[config.mk]
export PLATFORM = sky130hd
export DESIGN_NAME = sort_points_by_distance
export DESIGN_NICKNAME = d
export VERILOG_FILES = /design/src/hw/rtl/spd_pkg.sv /design/src/hw/rtl/sort_points_by_distance.sv /design/src/hw/rtl/spd_ctrl.sv /design/src/hw/rtl/spd_datapath.sv
export SDC_FILE = /design/constraint.sdc
export NUM_CORES = 2
export LEC_CHECK = 0
export ABC_AREA = 0
export BUFFER_PORTS_ARGS = -buffer_cell sky130_fd_sc_hd__buf_2
export CAP_MARGIN = 40
export CELL_PAD_IN_SITES_DETAIL_PLACEMENT = 1
export CELL_PAD_IN_SITES_GLOBAL_PLACEMENT = 1
export CORE_MARGIN = 4
export CORE_UTILIZATION = 39
export CTS_CLUSTER_SIZE = 30
export DETAILED_ROUTE_END_ITERATION = 6
export GPL_ROUTABILITY_DRIVEN = 0
export PLACE_DENSITY_LB_ADDON = 0.05
export SKIP_CTS_REPAIR_TIMING = 1
export SYNTH_ARGS = -nofsm -noshare
export SYNTH_HDL_FRONTEND = slang
export SYNTH_SLANG_ARGS = --single-unit
[constraint.sdc]
create_clock -name clk -period 10.98 [get_ports clk]
set_input_delay 0.549 -clock clk [delete_from_list [all_inputs] [get_ports clk]]
set_output_delay 0.549 -clock clk [all_outputs]
set_load 0.02 [all_outputs]
[src/hw/rtl/spd_pkg.sv]
// Shared types, constants and controller/datapath command and status for the distance sorter.
package spd_pkg;

  localparam int MAX_POINTS_DEF = 16;
  localparam int COORD_W        = 16;
  localparam int DIFF_W         = COORD_W + 1;
  localparam int SQ_W           = 2 * COORD_W;
  localparam int DIST_W         = 34;
  localparam int CFG_IDX_W      = 1;

  typedef enum logic [CFG_IDX_W-1:0] {
    REG_REF_X = 1'b0,
    REG_REF_Y = 1'b1
  } cfg_reg_t;

  typedef struct packed {
    logic signed [COORD_W-1:0] point_x;
    logic signed [COORD_W-1:0] point_y;
    logic                      batch_end;
  } point_in_t;

  typedef struct packed {
    logic signed [COORD_W-1:0] sorted_x;
    logic signed [COORD_W-1:0] sorted_y;
    logic                      run_end;
    logic                      overflowed;
  } result_t;

  typedef struct packed {
    logic [DIST_W-1:0]         distance;
    logic signed [COORD_W-1:0] y;
    logic signed [COORD_W-1:0] x;
  } entry_t;

  // controller -> datapath
  typedef struct packed {
    logic load;     // capture input point
    logic square;   // register squared differences
    logic add;      // register distance, set insert slot to count
    logic probe;    // read entry at slot-1
    logic shift;    // move probed entry up into slot
    logic place;    // write new entry into slot, count up
    logic drop;     // store full, flag the batch
    logic emit_rd;  // read next sorted entry for output
    logic clear;    // batch done, empty the store
  } spd_cmd_t;

  // datapath -> controller
  typedef struct packed {
    logic full;
    logic slot_zero;
    logic greater;
    logic batch_end;
    logic emit_last;
  } spd_status_t;

endpackage

[src/hw/rtl/sort_points_by_distance.sv]
// Top level of the batch point sorter: orders stored points by distance to a reference.
//
// Points are loaded one per start transfer (start high while busy is low). Each point's
// squared distance to (ref_x, ref_y) is computed with the reference held at that moment
// and the point is insertion-sorted into a store of MAX_POINTS entries, so the store is
// always in ascending distance order with ties kept in load order. A load passes the
// transfer, square and sum steps, then each stored entry with a larger distance is probed
// and moves up one place; the walk ends on a compare that finds no larger distance or at
// slot zero. The single-port store is read and written once per step. Points arriving
// with the store full are dropped and the batch is flagged. The point marked batch_end is
// loaded first; then the block reads out the whole batch, one result per cycle, after
// which the store is empty again. Each result sits on result for exactly one cycle with
// result_valid high; there is no backpressure, so the receiver must take every result as
// it appears. run_end marks the last result of the batch, overflowed is set on every
// result of a batch that lost points. ref_x (index 0) and ref_y (index 1) are written
// through the configuration channel, which is always ready; write them only while busy
// is low.
module sort_points_by_distance
  import spd_pkg::*;
#(
  parameter int MAX_POINTS = MAX_POINTS_DEF
) (
  input  logic                 clk,
  input  logic                 rst,
  // point transfers
  input  logic                 start,
  output logic                 busy,
  input  point_in_t            item,
  // sorted results
  output logic                 result_valid,
  output result_t              result,
  // configuration
  input  logic                 cfg_valid,
  output logic                 cfg_ready,
  input  logic [CFG_IDX_W-1:0] cfg_index,
  input  logic [COORD_W-1:0]   cfg_data
);

  spd_cmd_t    cmd;
  spd_status_t status;

  assign cfg_ready = 1'b1;

  // sequencing: load, square, sum, insertion walk, readout
  spd_ctrl u_ctrl (
    .clk    (clk),
    .rst    (rst),
    .start  (start),
    .busy   (busy),
    .status (status),
    .cmd    (cmd)
  );

  // arithmetic, store and output register
  spd_datapath #(
    .MAX_POINTS (MAX_POINTS)
  ) u_datapath (
    .clk          (clk),
    .rst          (rst),
    .item         (item),
    .cfg_valid    (cfg_valid),
    .cfg_index    (cfg_index),
    .cfg_data     (cfg_data),
    .cmd          (cmd),
    .status       (status),
    .result       (result),
    .result_valid (result_valid)
  );

endmodule

[src/hw/rtl/spd_ctrl.sv]
// Controller state machine for the distance sorter.
module spd_ctrl
  import spd_pkg::*;
(
  input  logic        clk,
  input  logic        rst,
  input  logic        start,
  output logic        busy,
  input  spd_status_t status,
  output spd_cmd_t    cmd
);

  typedef enum logic [5:0] {
    ST_IDLE   = 6'b000001,
    ST_SQUARE = 6'b000010,
    ST_ADD    = 6'b000100,
    ST_CHECK  = 6'b001000,
    ST_CMP    = 6'b010000,
    ST_EMIT   = 6'b100000
  } state_t;

  state_t state, state_next;

  always_ff @(posedge clk) begin
    if (rst) begin
      state <= ST_IDLE;
    end else begin
      state <= state_next;
    end
  end

  assign busy = (state != ST_IDLE);

  always_comb begin
    state_next = state;
    cmd        = '0;
    case (state)
      ST_IDLE: begin
        if (start) begin
          cmd.load   = 1'b1;
          state_next = ST_SQUARE;
        end
      end
      ST_SQUARE: begin
        cmd.square = 1'b1;
        state_next = ST_ADD;
      end
      ST_ADD: begin
        cmd.add    = 1'b1;
        state_next = ST_CHECK;
      end
      ST_CHECK: begin
        if (status.full) begin
          cmd.drop   = 1'b1;
          state_next = status.batch_end ? ST_EMIT : ST_IDLE;
        end else if (status.slot_zero) begin
          cmd.place  = 1'b1;
          state_next = status.batch_end ? ST_EMIT : ST_IDLE;
        end else begin
          cmd.probe  = 1'b1;
          state_next = ST_CMP;
        end
      end
      ST_CMP: begin
        if (status.greater) begin
          cmd.shift  = 1'b1;
          state_next = ST_CHECK;
        end else begin
          cmd.place  = 1'b1;
          state_next = status.batch_end ? ST_EMIT : ST_IDLE;
        end
      end
      ST_EMIT: begin
        cmd.emit_rd = 1'b1;
        if (status.emit_last) begin
          cmd.clear  = 1'b1;
          state_next = ST_IDLE;
        end
      end
      default: begin
        state_next = ST_IDLE;
      end
    endcase
  end

endmodule

[src/hw/rtl/spd_datapath.sv]
// Datapath: reference registers, distance arithmetic, sorted point store and result register.
module spd_datapath
  import spd_pkg::*;
#(
  parameter int MAX_POINTS = MAX_POINTS_DEF
) (
  input  logic                 clk,
  input  logic                 rst,
  input  point_in_t            item,
  input  logic                 cfg_valid,
  input  logic [CFG_IDX_W-1:0] cfg_index,
  input  logic [COORD_W-1:0]   cfg_data,
  input  spd_cmd_t             cmd,
  output spd_status_t          status,
  output result_t              result,
  output logic                 result_valid
);

  localparam int IW = (MAX_POINTS > 1) ? $clog2(MAX_POINTS) : 1;
  localparam int CW = $clog2(MAX_POINTS + 1);

  logic signed [COORD_W-1:0] ref_x, ref_y;
  point_in_t                 pt;
  logic [SQ_W-1:0]           sqx, sqy;
  logic [DIST_W-1:0]         cur_dist;
  logic [CW-1:0]             count;
  logic                      drop;
  logic [IW-1:0]             slot;
  logic [IW-1:0]             emit_idx;
  entry_t                    mem [MAX_POINTS];
  entry_t                    rd_data;
  logic                      run_end_q, ovf_q;

  logic signed [DIFF_W-1:0]   dx, dy;
  logic signed [2*DIFF_W-1:0] prod_x, prod_y;
  logic [IW-1:0]              rd_addr;

  // configuration
  always_ff @(posedge clk) begin
    if (rst) begin
      ref_x <= '0;
      ref_y <= '0;
    end else if (cfg_valid) begin
      case (cfg_index)
        REG_REF_X: ref_x <= cfg_data;
        REG_REF_Y: ref_y <= cfg_data;
        default:   ;
      endcase
    end
  end

  // distance pipeline: difference and square, then sum
  assign dx     = {pt.point_x[COORD_W-1], pt.point_x} - {ref_x[COORD_W-1], ref_x};
  assign dy     = {pt.point_y[COORD_W-1], pt.point_y} - {ref_y[COORD_W-1], ref_y};
  assign prod_x = dx * dx;
  assign prod_y = dy * dy;

  always_ff @(posedge clk) begin
    if (cmd.load) begin
      pt <= item;
    end
    if (cmd.square) begin
      sqx <= prod_x[SQ_W-1:0];
      sqy <= prod_y[SQ_W-1:0];
    end
    if (cmd.add) begin
      cur_dist <= DIST_W'(sqx) + DIST_W'(sqy);
    end
  end

  // counters
  always_ff @(posedge clk) begin
    if (rst) begin
      count <= '0;
      drop  <= 1'b0;
    end else begin
      if (cmd.clear) begin
        count <= '0;
        drop  <= 1'b0;
      end else begin
        if (cmd.place) count <= count + CW'(1);
        if (cmd.drop)  drop  <= 1'b1;
      end
    end
  end

  always_ff @(posedge clk) begin
    if (cmd.add) begin
      slot <= count[IW-1:0];
    end else if (cmd.shift) begin
      slot <= slot - IW'(1);
    end
    if (cmd.load) begin
      emit_idx <= '0;
    end else if (cmd.emit_rd) begin
      emit_idx <= emit_idx + IW'(1);
    end
  end

  // point store, kept in ascending distance order
  assign rd_addr = cmd.emit_rd ? emit_idx : (slot - IW'(1));

  always_ff @(posedge clk) begin
    if (cmd.shift) begin
      mem[slot] <= rd_data;
    end else if (cmd.place) begin
      mem[slot] <= '{distance: cur_dist, y: pt.point_y, x: pt.point_x};
    end
    if (cmd.probe || cmd.emit_rd) begin
      rd_data <= mem[rd_addr];
    end
  end

  // result register
  always_ff @(posedge clk) begin
    if (rst) begin
      result_valid <= 1'b0;
    end else begin
      result_valid <= cmd.emit_rd;
    end
    if (cmd.emit_rd) begin
      run_end_q <= status.emit_last;
      ovf_q     <= drop;
    end
  end

  assign result.sorted_x   = rd_data.x;
  assign result.sorted_y   = rd_data.y;
  assign result.run_end    = run_end_q;
  assign result.overflowed = ovf_q;

  assign status.full      = (count == CW'(MAX_POINTS));
  assign status.slot_zero = (slot == '0);
  assign status.greater   = (rd_data.distance > cur_dist);
  assign status.batch_end = pt.batch_end;
  assign status.emit_last = ((CW'(emit_idx) + CW'(1)) == count);

  // checks
  a_count_bound: assert property (@(posedge clk) disable iff (rst)
    count <= CW'(MAX_POINTS))
    else $error("point count above capacity");

  a_place_not_full: assert property (@(posedge clk) disable iff (rst)
    cmd.place |-> !status.full)
    else $error("entry written into full store");

  a_shift_slot: assert property (@(posedge clk) disable iff (rst)
    cmd.shift |-> !status.slot_zero)
    else $error("shift below slot zero");

  a_clear_empties: assert property (@(posedge clk) disable iff (rst)
    cmd.clear |=> (count == '0) && !drop)
    else $error("store not emptied after batch");

endmodule
==> impl_metrics.csv <==
group,metric,value,unit
run_status,status,"finished clean",
run,maxCapViolCount,0,
floorplan,initial_core_util,39.23,%
setup_path,critPathTopFamily,"adder cells",
detailed_routing,drt_iter0_drc,2801,
timing,fmax,108.3,MHz
logic_synthesis,synth_ff_type,"edfxtp_1",
cts,cts_buffers,146,
cts,clock_sinks,1305,
cts,path_clk_slew,0.06,ns
setup_path,endpoint_kind,"register",
setup_path,cpPeakStageDelay,0.68,ns
floorplan,die_w,439.9,µm
finish,nets,6826,
finish,regArea,0.03870,mm²
setup_path,cpMaxStageDelayCell,"fa_1",
logic_synthesis,syn_nets,6779,
logic_synthesis,synthTopCellsByArea,"edfxtp_1, fa_1, ha_1",
cts,clock_path_buffers,3,
timing,final.period_utilization,84.07,%
cts,cts-root-buf,"clkbuf_16",
global_routing,grt_max_degree,195,
logic_synthesis,ys_seq_area_share,53.19,%
setup_path,worstPathMaxFanout,23,
setup_path,critPathLaunchType,"register",
placement,hpwl,140.0,mm
timing,slew-limit-headroom,25.42,%
placement,place_ws,1.723,ns
setup_path,path_class,"reg -> reg",
detailed_routing,vias,45699,
detailed_routing,remaining_drc_errors,0,
setup_path,critPathArrivalTime,9.73,ns
logic_synthesis,synth_area,0.07275,mm²
cts,clock_latency,0.79,ns
finish,fillers,19425,
logic_synthesis,synth_cell_types,84,
logic_synthesis,synth_edf_count,1256,
timing,min_period,9.231,ns
placement,port_buffers,89,
floorplan,die_h,439.9,µm
global_routing,antenna_found_initial,10,
floorplan,io_pins,91,
detailed_routing,wl,217.8,mm
logic_synthesis,yosysWarnings,0,
hold_path,hp-class,"in -> reg",
timing,rsz0062_at_grt,"no",
detailed_routing,first_pass_iters,6,
detailed_routing,viasPerCell,5.318,
cts,cts_max_level,4,
detailed_routing,ant_nets,0,
global_routing,gr-total-overflow,0,
logic_synthesis,yosysTopAreaCell,"edfxtp_1",
setup_path,crit_buf_inv,8,
timing,tightest_slew,1.119,ns
timing,finalMaxSlewViolations,0,
logic_synthesis,synth_top_area_share,51.84,%
logic_synthesis,syn_inst,5948,
finish,multi_input_area,0.03000,mm²
timing,finalHoldViolCount,0,
finish,layout-drive-gt1-share,8.168,%
setup_path,crit_required,11.48,ns
timing,finalClockSkew,0.03540,ns
timing,whs,0.02459,ns
global_routing,grt_pass1_vias,49336,
logic_synthesis,synth_seq_cells,1305,
floorplan,core_area,0.1854,mm²
cts,tritoncts,"yes",
global_routing,grt_pass1_wl,325.1,mm
detailed_routing,wire_per_inst,25.34,µm
timing,setup_viol,0,
floorplan,dieArea,0.1935,mm²
logic_synthesis,synth-async-reset-ratio,0,%
global_routing,grt.total_usage,22.79,%
timing,final.setup.tns,0,ns
floorplan,rows,158,
finish,syn_to_final_growth,11.45,%
logic_synthesis,postSynthAreaPerCell,12.23,µm²
timing,post-route-worst-setup-slack,1.749,ns
-- worst paths after layout --
path / start / to / slack, ns / cells after the start
worst max register to register: u_datapath.pt[17] / u_datapath.sqx[31] / 1.75 / 35
worst max-delay path: u_datapath.pt[17] / u_datapath.sqx[31] / 1.75 / 35
worst min register to register: u_datapath.drop / u_datapath.ovf_q / 0.44 / 0
worst min-delay path: cfg_data[9] / u_datapath.ref_y[9] / 0.02 / 3
-- metal layers --
layer  wire length (µm)  GRT usage, %  up-vias
met4               6630         6.953        0
met1              93660         29.77    24010
met3               8544         3.104      257
li1                   -             -    20718
met5                  0             0        -
met2             108900         39.45      714
-- tightest hold or removal path, cell delays in order --
cell     delay, ns
buf_2         0.11
nand2_1       0.05
a21oi_1       0.05
-- flip-flops by register name, indices dropped and copies added (netlist names) --
name / flops
u_datapath.rd_data: 34
u_datapath.result_valid: 1
u_datapath.slot: 4
u_datapath.emit_idx: 4
u_datapath.result: 32
u_datapath.count: 5
u_datapath.ovf_q: 1
u_datapath.sqx: 31
u_datapath.sqy: 31
u_datapath.drop: 1
u_datapath.run_end_q: 1
u_datapath.ref_x: 16
u_datapath.status: 1
u_datapath.cur_dist: 33
u_datapath.mem: 1056
u_datapath.pt: 32
u_datapath.ref_y: 16
u_ctrl.state: 6
-- cell usage in the layout (no fill, tap or decap), drive strengths merged, types with 9 or more instances in the layout --
cell and n:
nand3b 11, o31ai 9, mux2 66, nor3 35
xor2 31, clkinvlp 9, nand4 17, nor3b 9
edfxtp 1256, or2 11, a21oi 248, or3 10
nor2 266, dlygate4sd3 26, a21o 46, clkbuf 191
buf 202, a211oi 337, a311oi 137, nand2b 19
clkinv 49, nor2b 25, a31oi 140, o21a 24
xnor2 108, inv 746, o21ai 51, dfxtp 49
nand2 812, and2 270, ha 260, and3 13
nand3 15, o21bai 10, fa 517
-- Yosys cell counts (8+ instances only) --
library cell	count
a211oi_1	337
a21o_1	46
a21oi_1	246
a311oi_1	136
a31oi_1	140
and2_0	19
and2_1	251
and3_1	13
buf_1	11
buf_2	76
buf_4	40
clkbuf_1	203
dfxtp_1	49
edfxtp_1	1256
fa_1	517
ha_1	260
inv_1	730
mux2_1	20
mux2_2	46
nand2_1	812
nand2b_1	19
nand3_1	15
nand3b_1	11
nand4_1	17
nor2_1	266
nor2b_1	25
nor3_1	35
nor3b_1	9
o21a_1	24
o21ai_0	42
o21ai_1	8
o21bai_1	10
o31ai_1	8
or2_2	9
or3_1	9
xnor2_1	107
xor2_1	30
-- cell type report --
| class | instances | share of cell area [%] |
|---|---|---|
| Sequential cell | 1305 | 47.73 |
| Multi-Input combinational cell | 3573 | 37.00 |
| Clock buffer | 190 | 4.827 |
| Inverter | 740 | 3.426 |
| Antenna cell | 4 | 0.01234 |
| Timing Repair Buffer | 229 | 2.383 |
| Clock inverter | 72 | 0.8040 |
| Tap cell | 2480 | 3.827 |
-- stage by stage --
step / area (µm²) / utilization [%] / cells
after floorplan: 72750 / - / 5948
after global placement: 75840 / 40.90 / 8283
after detailed placement: 76240 / 41.12 / 8300
after CTS: 80810 / 43.58 / 8562
after global routing: 81070 / 43.72 / 8589
final: 81080 / 43.73 / 8593
-- kinds of logic after synthesis --
logic type	Yosys count	synth area share [%]
muxes	73	1.118
AOI/OAI and AO/OA	1050	9.941
and+or+nand+nor	1533	9.495
buffers and inverters	1070	5.858
xor gates and xnor gates	139	1.694
other	1	0.005155
DFF	1305	53.19
adders and majority gates	777	18.70
Power is left out: the tool's default activity adds up to more than one toggle a clock period on the data nets, which glitch-free logic cannot reach.
